**config.mk**
```make
export PLATFORM = sky130hd
export DESIGN_NAME = line_key_value_extractor
export DESIGN_NICKNAME = d
export VERILOG_FILES = /design/src/hw/rtl/lkve_pkg.sv /design/src/hw/rtl/line_key_value_extractor.sv
export SDC_FILE = /design/constraint.sdc
export NUM_CORES = 1
export LEC_CHECK = 0
export CORE_MARGIN = 3
export CORE_UTILIZATION = 45
export CTS_CLUSTER_DIAMETER = 150
export DETAILED_ROUTE_END_ITERATION = 12
export DONT_BUFFER_PORTS = 1
export PLACE_DENSITY_LB_ADDON = 0.15
export RECOVER_POWER = 100
export SETUP_SLACK_MARGIN = 0.4
export SLEW_MARGIN = 0
export SYNTH_ARGS = -nofsm -noshare
export SYNTH_HDL_FRONTEND = slang
export SYNTH_SLANG_ARGS = --single-unit
```
**constraint.sdc**
```tcl
create_clock -name clock -period 46.2 [get_ports clock]
set_input_delay 9.24 -clock clock [delete_from_list [all_inputs] [get_ports clock]]
set_output_delay 9.24 -clock clock [all_outputs]
set_load 0.005 [all_outputs]
```
**src/hw/rtl/lkve_pkg.sv**
```systemverilog
// Shared types, codes and character constants of the line key/value extractor.
package lkve_pkg;

   typedef enum logic [1:0] {
      PH_IDLE   = 2'd0,
      PH_SEARCH = 2'd1,
      PH_VALUE  = 2'd2
   } phase_type;

   localparam logic [1:0] ST_CHAR = 2'd0;
   localparam logic [1:0] ST_DONE = 2'd1;
   localparam logic [1:0] ST_MISS = 2'd2;

   localparam logic [7:0] CH_EQUALS = 8'h3D;
   localparam logic [7:0] CH_CR     = 8'h0D;
   localparam logic [7:0] CH_LF     = 8'h0A;
   localparam logic [7:0] CH_NUL    = 8'h00;

   // True for the two characters that end a line.
   function automatic logic is_line_end(input logic [7:0] ch);
      return (ch == CH_CR) || (ch == CH_LF);
   endfunction

endpackage

```
**src/hw/rtl/line_key_value_extractor.sv**
```systemverilog
// Top level of the line key/value extractor: byte-stream key search and value output.
//
// The block takes a text buffer one byte per request on the req_ channel. A request with
// req_first_byte high starts a new query and samples the key, its length, the wanted
// occurrence index and the declared buffer length; any query in progress is dropped.
// The block searches for the key followed by '='. The first occurrence counts anywhere,
// later ones only right after CR or LF. Once the wanted occurrence is reached, every
// following byte up to CR, LF or NUL comes out on the rsp_ channel with status 0, then a
// single completion result with status 1 and rsp_last high. A NUL while searching, an
// occurrence starting at or past the declared length, or a zero declared length gives
// one not-found result with status 2 and rsp_last high. Most bytes give no result.
//
// A request accepted into the input register is evaluated there, and its result, if any,
// is loaded into the result register and visible from there. One request is
// taken every cycle; the only limit is the single result register. When the receiver
// stalls, the input register still takes one more request, and requests that give no
// result keep flowing past the waiting result. After reset the block is idle, both
// registers are empty and bytes without req_first_byte are ignored.
module line_key_value_extractor #(
   parameter int KEY_MAX       = 8,
   parameter int POSITION_BITS = 16
) (
   input  logic        clock,
   input  logic        reset,
   input  logic        req_valid,
   output logic        req_ready,
   input  logic [7:0]  req_data_byte,
   input  logic        req_first_byte,
   input  logic [63:0] req_key_text,
   input  logic [3:0]  req_key_length,
   input  logic [9:0]  req_wanted_index,
   input  logic [15:0] req_buffer_length,
   output logic        rsp_valid,
   input  logic        rsp_ready,
   output logic [7:0]  rsp_value_byte,
   output logic [1:0]  rsp_status,
   output logic        rsp_last
);
   import lkve_pkg::*;

   // Width of an effective key length (0 up to KEY_MAX).
   localparam int LEN_W = $clog2(KEY_MAX + 1);
   // Stored history of bytes; together with the new byte the window holds KEY_MAX+2.
   localparam int WIN   = KEY_MAX + 1;
   localparam int IDX_W = $clog2(KEY_MAX + 2);
   // Width in which the start position is compared against the declared length.
   localparam int CMP_W = (POSITION_BITS > 16) ? POSITION_BITS : 16;
   localparam logic [POSITION_BITS-1:0] POS_TOP = '1;

   // ---------------------------------------------------------------------------------
   // Request side: the effective key length is worked out before the input register.
   // It is the requested length capped at KEY_MAX and cut at the first NUL of the key.
   // ---------------------------------------------------------------------------------
   logic [8*KEY_MAX+63:0] key_wide;
   logic [8*KEY_MAX-1:0]  key_padded;
   logic [LEN_W-1:0]      key_clamp;
   logic [LEN_W-1:0]      key_len_req;

   always_comb begin
      key_wide   = {{(8*KEY_MAX){1'b0}}, req_key_text};
      key_padded = key_wide[8*KEY_MAX-1:0];
      if ({1'b0, req_key_length} > 5'(KEY_MAX)) begin
         key_clamp = LEN_W'(KEY_MAX);
      end else begin
         key_clamp = LEN_W'(req_key_length);
      end
      key_len_req = key_clamp;
      for (int i = KEY_MAX - 1; i >= 0; i--) begin
         if ((LEN_W'(i) < key_clamp) && (key_padded[8*i +: 8] == CH_NUL)) begin
            key_len_req = LEN_W'(i);
         end
      end
   end

   // Input register.
   logic                 in_valid_ff, in_valid_in;
   logic [7:0]           in_byte_ff;
   logic                 in_first_ff;
   logic [8*KEY_MAX-1:0] in_key_ff;
   logic [LEN_W-1:0]     in_key_len_ff;
   logic [9:0]           in_wanted_ff;
   logic [15:0]          in_limit_ff;

   // Query state.
   phase_type              phase_ff, phase_in;
   logic [7:0]             win_ff [WIN];
   logic [7:0]             win_in [WIN];
   logic [POSITION_BITS-1:0] pos_ff, pos_in;
   logic [9:0]             count_ff, count_in;
   logic                   seen_ff, seen_in;
   logic [8*KEY_MAX-1:0]   key_ff, key_in;
   logic [LEN_W-1:0]       key_len_ff, key_len_in;
   logic [9:0]             wanted_ff, wanted_in;
   logic [15:0]            limit_ff, limit_in;

   // Result register.
   logic       rsp_valid_ff, rsp_valid_in;
   logic [7:0] rsp_byte_ff;
   logic [1:0] rsp_status_ff;
   logic       rsp_last_ff;

   logic       req_fire;
   logic       advance;
   logic       emit;
   logic [7:0] emit_byte;
   logic [1:0] emit_status;
   logic       emit_last;

   // ---------------------------------------------------------------------------------
   // Evaluation of the registered request against the query state. A request with
   // first_byte high sees a freshly started query: cleared history, position and count.
   // ---------------------------------------------------------------------------------
   always_comb begin
      logic [8*KEY_MAX-1:0]     cur_key;
      logic [LEN_W-1:0]         cur_len;
      logic [9:0]               cur_wanted;
      logic [15:0]              cur_limit;
      logic [7:0]               cur_win [WIN];
      logic [POSITION_BITS-1:0] cur_pos;
      logic [9:0]               cur_count;
      logic                     cur_seen;
      phase_type                cur_phase;
      logic [7:0]               win_new [KEY_MAX+2];
      logic [POSITION_BITS-1:0] here;
      logic [POSITION_BITS-1:0] start;
      logic [IDX_W-1:0]         idx;
      logic [7:0]               prev_byte;
      logic                     tag;
      logic                     counted;

      if (in_first_ff) begin
         cur_key    = in_key_ff;
         cur_len    = in_key_len_ff;
         cur_wanted = in_wanted_ff;
         cur_limit  = in_limit_ff;
         for (int j = 0; j < WIN; j++) begin
            cur_win[j] = CH_NUL;
         end
         cur_pos    = '0;
         cur_count  = '0;
         cur_seen   = 1'b0;
         cur_phase  = PH_SEARCH;
      end else begin
         cur_key    = key_ff;
         cur_len    = key_len_ff;
         cur_wanted = wanted_ff;
         cur_limit  = limit_ff;
         for (int j = 0; j < WIN; j++) begin
            cur_win[j] = win_ff[j];
         end
         cur_pos    = pos_ff;
         cur_count  = count_ff;
         cur_seen   = seen_ff;
         cur_phase  = phase_ff;
      end

      // The newest byte enters at index 0; the tag ends there with '='.
      win_new[0] = in_byte_ff;
      for (int j = 1; j < KEY_MAX + 2; j++) begin
         win_new[j] = cur_win[j-1];
      end

      idx = '0;
      tag = (win_new[0] == CH_EQUALS);
      for (int i = 0; i < KEY_MAX; i++) begin
         if (LEN_W'(i) < cur_len) begin
            idx = IDX_W'(cur_len) - IDX_W'(i);
            if (win_new[idx] != cur_key[8*i +: 8]) begin
               tag = 1'b0;
            end
         end
      end

      here      = cur_pos;
      start     = here - POSITION_BITS'(cur_len);
      prev_byte = win_new[IDX_W'(cur_len) + IDX_W'(1)];

      key_in     = cur_key;
      key_len_in = cur_len;
      wanted_in  = cur_wanted;
      limit_in   = cur_limit;
      for (int j = 0; j < WIN; j++) begin
         win_in[j] = cur_win[j];
      end
      pos_in      = cur_pos;
      count_in    = cur_count;
      seen_in     = cur_seen;
      phase_in    = cur_phase;
      counted     = 1'b0;
      emit        = 1'b0;
      emit_byte   = CH_NUL;
      emit_status = ST_CHAR;
      emit_last   = 1'b0;

      if (in_first_ff && (in_limit_ff == 16'd0)) begin
         phase_in    = PH_IDLE;
         emit        = 1'b1;
         emit_status = ST_MISS;
         emit_last   = 1'b1;
      end else begin
         unique case (cur_phase)
            PH_VALUE: begin
               emit = 1'b1;
               if ((in_byte_ff == CH_NUL) || is_line_end(in_byte_ff)) begin
                  phase_in    = PH_IDLE;
                  emit_status = ST_DONE;
                  emit_last   = 1'b1;
               end else begin
                  emit_byte = in_byte_ff;
               end
            end
            PH_SEARCH: begin
               for (int j = 0; j < WIN; j++) begin
                  win_in[j] = win_new[j];
               end
               if (here != POS_TOP) begin
                  pos_in = here + POSITION_BITS'(1);
               end
               if (in_byte_ff == CH_NUL) begin
                  phase_in    = PH_IDLE;
                  emit        = 1'b1;
                  emit_status = ST_MISS;
                  emit_last   = 1'b1;
               end else if (tag && (here >= POSITION_BITS'(cur_len))) begin
                  if ((here == POS_TOP) || (CMP_W'(start) >= CMP_W'(cur_limit))) begin
                     // Occurrence past the declared length ends the query.
                     phase_in    = PH_IDLE;
                     emit        = 1'b1;
                     emit_status = ST_MISS;
                     emit_last   = 1'b1;
                  end else begin
                     // History before the buffer start reads as NUL, so the
                     // line-start test needs no special case for position zero.
                     counted = !cur_seen || is_line_end(prev_byte);
                     seen_in = 1'b1;
                     if (counted) begin
                        if (cur_count == cur_wanted) begin
                           phase_in = PH_VALUE;
                        end else begin
                           count_in = cur_count + 10'd1;
                        end
                     end
                  end
               end
            end
            default: begin
               // Idle: bytes outside a query are dropped.
            end
         endcase
      end
   end

   // The registered request moves on unless it has a result and the result
   // register is still held by the receiver.
   assign advance  = in_valid_ff && (!rsp_valid_ff || rsp_ready || !emit);
   assign req_ready = !in_valid_ff || advance;
   assign req_fire  = req_valid && req_ready;

   always_comb begin
      if (req_fire) begin
         in_valid_in = 1'b1;
      end else if (advance) begin
         in_valid_in = 1'b0;
      end else begin
         in_valid_in = in_valid_ff;
      end

      if (advance && emit) begin
         rsp_valid_in = 1'b1;
      end else if (rsp_ready) begin
         rsp_valid_in = 1'b0;
      end else begin
         rsp_valid_in = rsp_valid_ff;
      end
   end

   // Control registers.
   always_ff @(posedge clock) begin
      if (reset) begin
         in_valid_ff  <= 1'b0;
         rsp_valid_ff <= 1'b0;
         phase_ff     <= PH_IDLE;
      end else begin
         in_valid_ff  <= in_valid_in;
         rsp_valid_ff <= rsp_valid_in;
         if (advance) begin
            phase_ff <= phase_in;
         end
      end
   end

   // Data registers; a new query always overwrites them before use.
   always_ff @(posedge clock) begin
      if (req_fire) begin
         in_byte_ff    <= req_data_byte;
         in_first_ff   <= req_first_byte;
         in_key_ff     <= key_padded;
         in_key_len_ff <= key_len_req;
         in_wanted_ff  <= req_wanted_index;
         in_limit_ff   <= req_buffer_length;
      end
      if (advance) begin
         for (int j = 0; j < WIN; j++) begin
            win_ff[j] <= win_in[j];
         end
         pos_ff     <= pos_in;
         count_ff   <= count_in;
         seen_ff    <= seen_in;
         key_ff     <= key_in;
         key_len_ff <= key_len_in;
         wanted_ff  <= wanted_in;
         limit_ff   <= limit_in;
      end
      if (advance && emit) begin
         rsp_byte_ff   <= emit_byte;
         rsp_status_ff <= emit_status;
         rsp_last_ff   <= emit_last;
      end
   end

   assign rsp_valid      = rsp_valid_ff;
   assign rsp_value_byte = rsp_byte_ff;
   assign rsp_status     = rsp_status_ff;
   assign rsp_last       = rsp_last_ff;

endmodule

```
[Word-level counts from Yosys, hierarchy flattened]
Memory sizes are Yosys's and may differ from the RTL's.
Cells that the tools add are included.
W data, S select, Z words.
Word-level totals
  bits in registers: 239
  bits in writable memories: 72
  bits of input ports: 107
  output and inout bits: 13
  word-level logic and storage cells: 234
  memories kept: 1
Operators by class
  add/sub/neg operators: 11
  magnitude comparators: 28
  equality and inequality tests: 18
  mux-type cells: 103
  bitwise gates (word level): 10
  reductions and logical operators: 41
Memory list
  win_ff: words 9, bits a word 8, read ports 9, clocked after memory_dff 0, wr ports 9, line line_key_value_extractor.sv:86  | logic [7:0] win_ff [WIN];
Operators with widths (number)
  $bmux W8 S4: 9
  $mux W72: 3
  $mux W8: 18
  $mux W10: 9
  $mux W16: 5
  $logic_not A8 Y1: 9
  $mux W64: 1
  $ne A8 B8 Y1: 8
  $ge A5 B5 Y1 const B: 9
  $not A4 Y5: 9
  $mux W1: 35
  $eq A8 B4 Y1 const B: 4
  $lt A3 B4 Y1 const A: 8
  $mux W2: 13
  $add A16 B1 Y16 const B: 1
  $eq A16 B16 Y1 const B: 1
  $ge A16 B16 Y1: 1
  $ge A16 B4 Y1: 1
  $logic_not A16 Y1: 1
  $lt A1 B4 Y1 const A: 4
  $lt A2 B4 Y1 const A: 4
  $ne A16 B16 Y1 const B: 1
  $sub A16 B4 Y16: 1
  $sub A4 B3 Y4 const B: 4
  other kinds (22): 52

[Depth between registers and ports, before layout]
  word-level depth: 33
  gate-level depth with buffers: 29
  depth with buffers taken out: 22

[Worst setup path before layout]
No wires, ideal clock.
  kind: reg-to-reg
  start point: register in_first_ff
  end point: register phase_ff[0]
  setup time: 191 ps
  arrival: 20434 ps
  slack: 25575 ps
  cell stages (with the launch flop): 30
  buffers on the path: 9
  clock period less this slack: 20625 ps
  cell sequence: edfxtp_1 buf_6 buf_6 buf_2 buf_2 buf_2 buf_1 clkbuf_1 buf_1 clkbuf_1 nor2b_1 ha_1 a21o_1 a21o_1 a211o_1 a21oi_1 o21ai_0 nor2_1 o32ai_1 ha_1 a21o_1 a21o_1 a21oi_1 o21ai_0 a211oi_1 nor3b_1 nor4b_1 o21ai_0 a21oi_1 a211oi_1
On the way
  longest elaborated chain between the ends: 30
  elaborated cells between the ends (all ways): 116
RTL lines
  start, declared: line line_key_value_extractor.sv:78  | logic in_first_ff;
  start signal, assigned: line line_key_value_extractor.sv:296  | in_first_ff <= req_first_byte;
  branches (longest 26 deep; another with $sub A4 B1 Y4)
  $mux W1 (*): line line_key_value_extractor.sv:195  | if (in_first_ff && (in_limit_ff == 16'd0)) begin
  $logic_not A1 Y1 (*): line line_key_value_extractor.sv:255  | assign advance = in_valid_ff && (!rsp_valid_ff || rsp_ready || !emit);
  $logic_or A1 B1 Y1 (*): line line_key_value_extractor.sv:255
  $logic_and A1 B1 Y1 (*): line line_key_value_extractor.sv:255
  via advance: line line_key_value_extractor.sv:103  | logic advance;
  end signal, assigned: line line_key_value_extractor.sv:287  | phase_ff <= phase_in;
  end, declared: line line_key_value_extractor.sv:85  | phase_type phase_ff, phase_in;
Mark *: on every way through the listed nets, which the timed path passes. The select of a mux whose other input is x is not followed.
A chain may end at the register's enable or synchronous reset.

[Worst setup path in the final report]
  start point: register in_first_ff
  end point: output port req_ready
On the way
  longest elaborated chain between the ends: 31
  elaborated cells between the ends (all ways): 95
RTL lines
  branches (longest 26 deep; another with $sub A4 B1 Y4)
  $mux W1 (*): line line_key_value_extractor.sv:195
  $logic_not A1 Y1 (*): line line_key_value_extractor.sv:255
  $logic_or A1 B1 Y1 (*): line line_key_value_extractor.sv:255
  $logic_and A1 B1 Y1 (*): line line_key_value_extractor.sv:255
  $logic_or A1 B1 Y1 (*): line line_key_value_extractor.sv:256  | assign req_ready = !in_valid_ff || advance;
  end, declared: line line_key_value_extractor.sv:26  | output logic req_ready,
Every way passes the cells marked *. The select of a mux whose other input is x is not followed.

==> metrics.md <==
| Metric | Value |
|---|---|
| Outcome | complete, but fails checks |
| Violated checks | capacitance limit, slew limit |
| Min-delay worst type | flop to flop |
| Hold Path Cell Cnt | 2 |
| Worst-Skew Late Latency | 0.57 ns |
| Starting density of the core | 46.04% |
| DP Area | 0.02059 sq mm |
| Clock group share of total power | 34.0% |
| P_sw | 0.2998 mW |
| Die height | 217.1 um |
| Critical Path, Cell by Cell | clkbuf_1, mux2i_1, inv_1, ha_1, inv_1, fa_1, a21o_1, a21oi_1, o21ai_0, o21bai_1, o311ai_0, o21ai_0, ha_1, nand4_1, nor3_1, a211oi_1, nor3b_1, nor4b_1, o21bai_1, nand2_1, nand3_1 |
| # DRC | 0 |
| Hold EP | phase_ff[1]$_SDFFE_PP0P_ |
| Ys flop type | edfxtp_1 |
| Number of flops mapped to enable cells by yosys | 307 |
| Internal | 0.6318 mW |
| Worst setup margin | 23.24 ns |
| Total Neg Setup Slack | 0 ns |
| Share of layout cells above drive strength 1 | 9.140% |
| Top-count cell post-synth | edfxtp_1 |
| Max Clk Rate | 43.56 MHz |
| Part of the cycle the worst path needs | 49.69% |
| RSZ-0062 raised after global routing | no |
| Post-DP HPWL | 46.12 mm |
| Worst r2r path cells | 22 |
| Critical setup path kind | flop to primary output |
| Final worst path period need | 22.96 ns |
| Die area | 0.04713 sq mm |
| Cell Rows | 76 |
| Final std cells w/o fill | 2445 |
| Yosys top cell by area | edfxtp_1 |
| Fin Clk Skew | 0.02736 ns |
| Antenna diodes | 0 |
| Largest net degree at the start of global routing | 153 |
| Place WS | 27.17 ns |
| H-tree Lvls | 2 |
| Vias in the first global route | 14730 |
| Ports | 120 |
| Cts hold-fix bufs | 0 |
| Syn-to-layout area delta | 8.698% |
| Critical path arrival | 13.72 ns |
| Power, Total | 0.9316 mW |
| Max-slew violation count | 722 |
| Logic pwr share | 27.2% |
| Synth warnings | 0 |
| FF-to-FF Start | in_first_ff$_DFFE_PP_ |
| Hold Startpoint | phase_ff[1]$_SDFFE_PP0P_ |
| Die width | 217.1 um |
| Fin Hold WS | 0.4606 ns |
| Clock root cell | clkbuf_16 |
| Yosys reg bits | 311 |
| Delay of the slowest critical-path stage | 5.15 ns |
| PwrDens | 42.74 mW/mm^2 |
| Clock tree sinks | 311 |
| Placed Cells | 2378 |
| Final hold vios | 0 |
| Drt pass-1 iters | 6 |
| Synth cell count leaders | 307 x edfxtp_1, 179 x mux2i_1, 172 x nor2_1 |
| Total number of vias | 15650 |
| Flop-to-flop setup slack | 28.08 ns |
| DRT iter0 DRCs | 1734 |
| R2r endpoint | key_ff[36]$_DFFE_PP_ |
| Post-CTS setup buffer count | 0 |
| Most area-consuming cells after synthesis | edfxtp_1 46%, mux2i_1 8.9%, mux2_2 5.2% |
| Number of buffers and inverters on the critical path | 3 |
| Cell family with most CP delay | buffers and inverters |
| Fillers | 4039 |
| Seq/Total Area, Yosys | 46.37% |
| Initial antenna violation count | 2 |
| Syn nets | 2019 |
| Final Setup Violations | 0 |
| Via density | 6.400 |
| Crit path required time | 36.96 ns |
| CTS tree | done |
| Total grt overflow | 0 |
| Number of port buffers | 0 |
| Mapped Cells | 1875 |
| GRT Overall Usage | 26.63% |
| Leakage | 8.005 nW |
| WL/cell | 26.14 um |
| Max cap viols | 11 |
| Clock Tree Buf Depth | 3 |
| Critical Path Sink Type | primary output |
| # resized after CTS | 0 |
| Worst setup SP type | flop |
| Avg Inst Size Synth | 10.69 sq um |
| Maximum vdd drop | 0.03117 mV |
| Maximum fanout along the worst path | 152 |
| Distinct cell type count after synthesis | 98 |
| Actual slew at the worst max-slew pin | 7.397 ns |
| Mapped Area | 0.02005 sq mm |
| Switching portion of total power | 32.18% |
| Max stage delay cell, worst path | clkbuf_1 |
| CTS Buf Count | 37 |
| Core area | 0.04355 sq mm |
| Final Wtd Congestion | 0.9362 |
| Post-route cell area | 0.02180 sq mm |
| Post-synthesis async set-or-reset flop share | 0% |
| NumNets Final | 1976 |
| Post-synth top area share | 45.98% |
| Final WL | 63.92 mm |
| Clock-pin slew on the worst setup and hold paths | 0.06 ns |
| Sequential Power Share | 38.8% |
| Relative slew slack | -393.1% |
| Final core utilization | 50.05% |
| Antenna-violating nets left | 0 |
| First-pass GRT wire length | 95.31 mm |
-- registers in the layout, summed over array words and instances, names as in the netlist, 2 cells and up --
register and flops:
win_ff 72, in_key_ff 64, key_ff 64, in_limit_ff 16
limit_ff 16, pos_ff 16, count_ff 10, in_wanted_ff 10
wanted_ff 10, in_byte_ff 8, rsp_value_byte 8, in_key_len_ff 4
key_len_ff 4, phase_ff 2, rsp_status 2
-- worst reg2reg max path: cells and delay by family, from the launching register on --
| family | cells | cell delay, ns |
|---|---|---|
| flops | 1 | 0.43 |
| mux | 1 | 1.14 |
| buf+inv | 5 | 11.24 |
| fa+ha+maj | 3 | 1.00 |
| compound gates | 11 | 3.32 |
| simple gates | 2 | 0.41 |
-- layout by cell type, fill, tap and decap left out, types with 17 or more instances in the layout --
cell	count
a211oi_1	23
a21o_1	17
a21oi_1	66
a22oi_1	18
a31oi_1	17
buf_4	24
clkbuf_16	38
edfxtp_1	307
ha_1	36
inv_1	70
mux2_1	56
mux2_2	39
mux2i_1	178
nand2_1	101
nand3_1	52
nand4_1	37
nor2_1	172
nor2b_1	20
nor3_1	49
nor4_1	31
o211ai_1	29
o21ai_0	73
o22ai_1	26
xnor2_1	52
xor2_1	26
-- cells by family (layout without fill, tap and decap cells) --
group | after synthesis | after routing | share of synthesized area, %
simple gates | 578 | 578 | 14.66
xor+xnor | 79 | 79 | 3.488
fa+ha+maj | 37 | 37 | 2.346
compound gates | 393 | 393 | 13.53
mux | 286 | 286 | 15.56
flops | 311 | 311 | 46.37
buf+inv | 191 | 176 | 4.043
-- per-layer routing --
metal,track usage (%),routed length (um),vias to the layer above
met3,4.175,4817,107
met1,40.56,29690,7772
met2,39.04,27500,651
met5,0,0,-
met4,8.154,1921,0
li1,-,-,7117
-- power groups by stage --
stage	logic [mW]	registers [mW]	clock network, mW
2_1_floorplan	0.179	0.364	0
3_5_place_dp	0.247	0.366	0
3_3_place_gp	0.246	0.365	0
6_report	0.254	0.362	0.316
4_1_cts	0.249	0.360	0.325
5_1_grt	0.274	0.365	0.337
-- area by class of cell --
class	instances	area, sq um	share of cell area, %
multi-input cells	1373	9933	45.57
well taps	585	732.0	3.358
flip-flops and latches	311	9299	42.66
clock buffers	42	965.9	4.432
clock inverters	25	366.6	1.682
repair buffers	35	221.5	1.016
inverters	74	277.8	1.274
-- worst max path at each step --
stage          depth (start not counted)                       end                   from
3_3_place_gp                           2                 req_ready              rsp_ready
4_1_cts                                2                 req_ready              rsp_ready
5_1_grt                               21                 req_ready  in_first_ff$_DFFE_PP_
6_report                              21                 req_ready  in_first_ff$_DFFE_PP_
3_5_place_dp                           2                 req_ready              rsp_ready
2_1_floorplan                         29  phase_ff[0]$_SDFFE_PP0P_  in_first_ff$_DFFE_PP_
No activity file was read; power rests on OpenSTA's default activity.
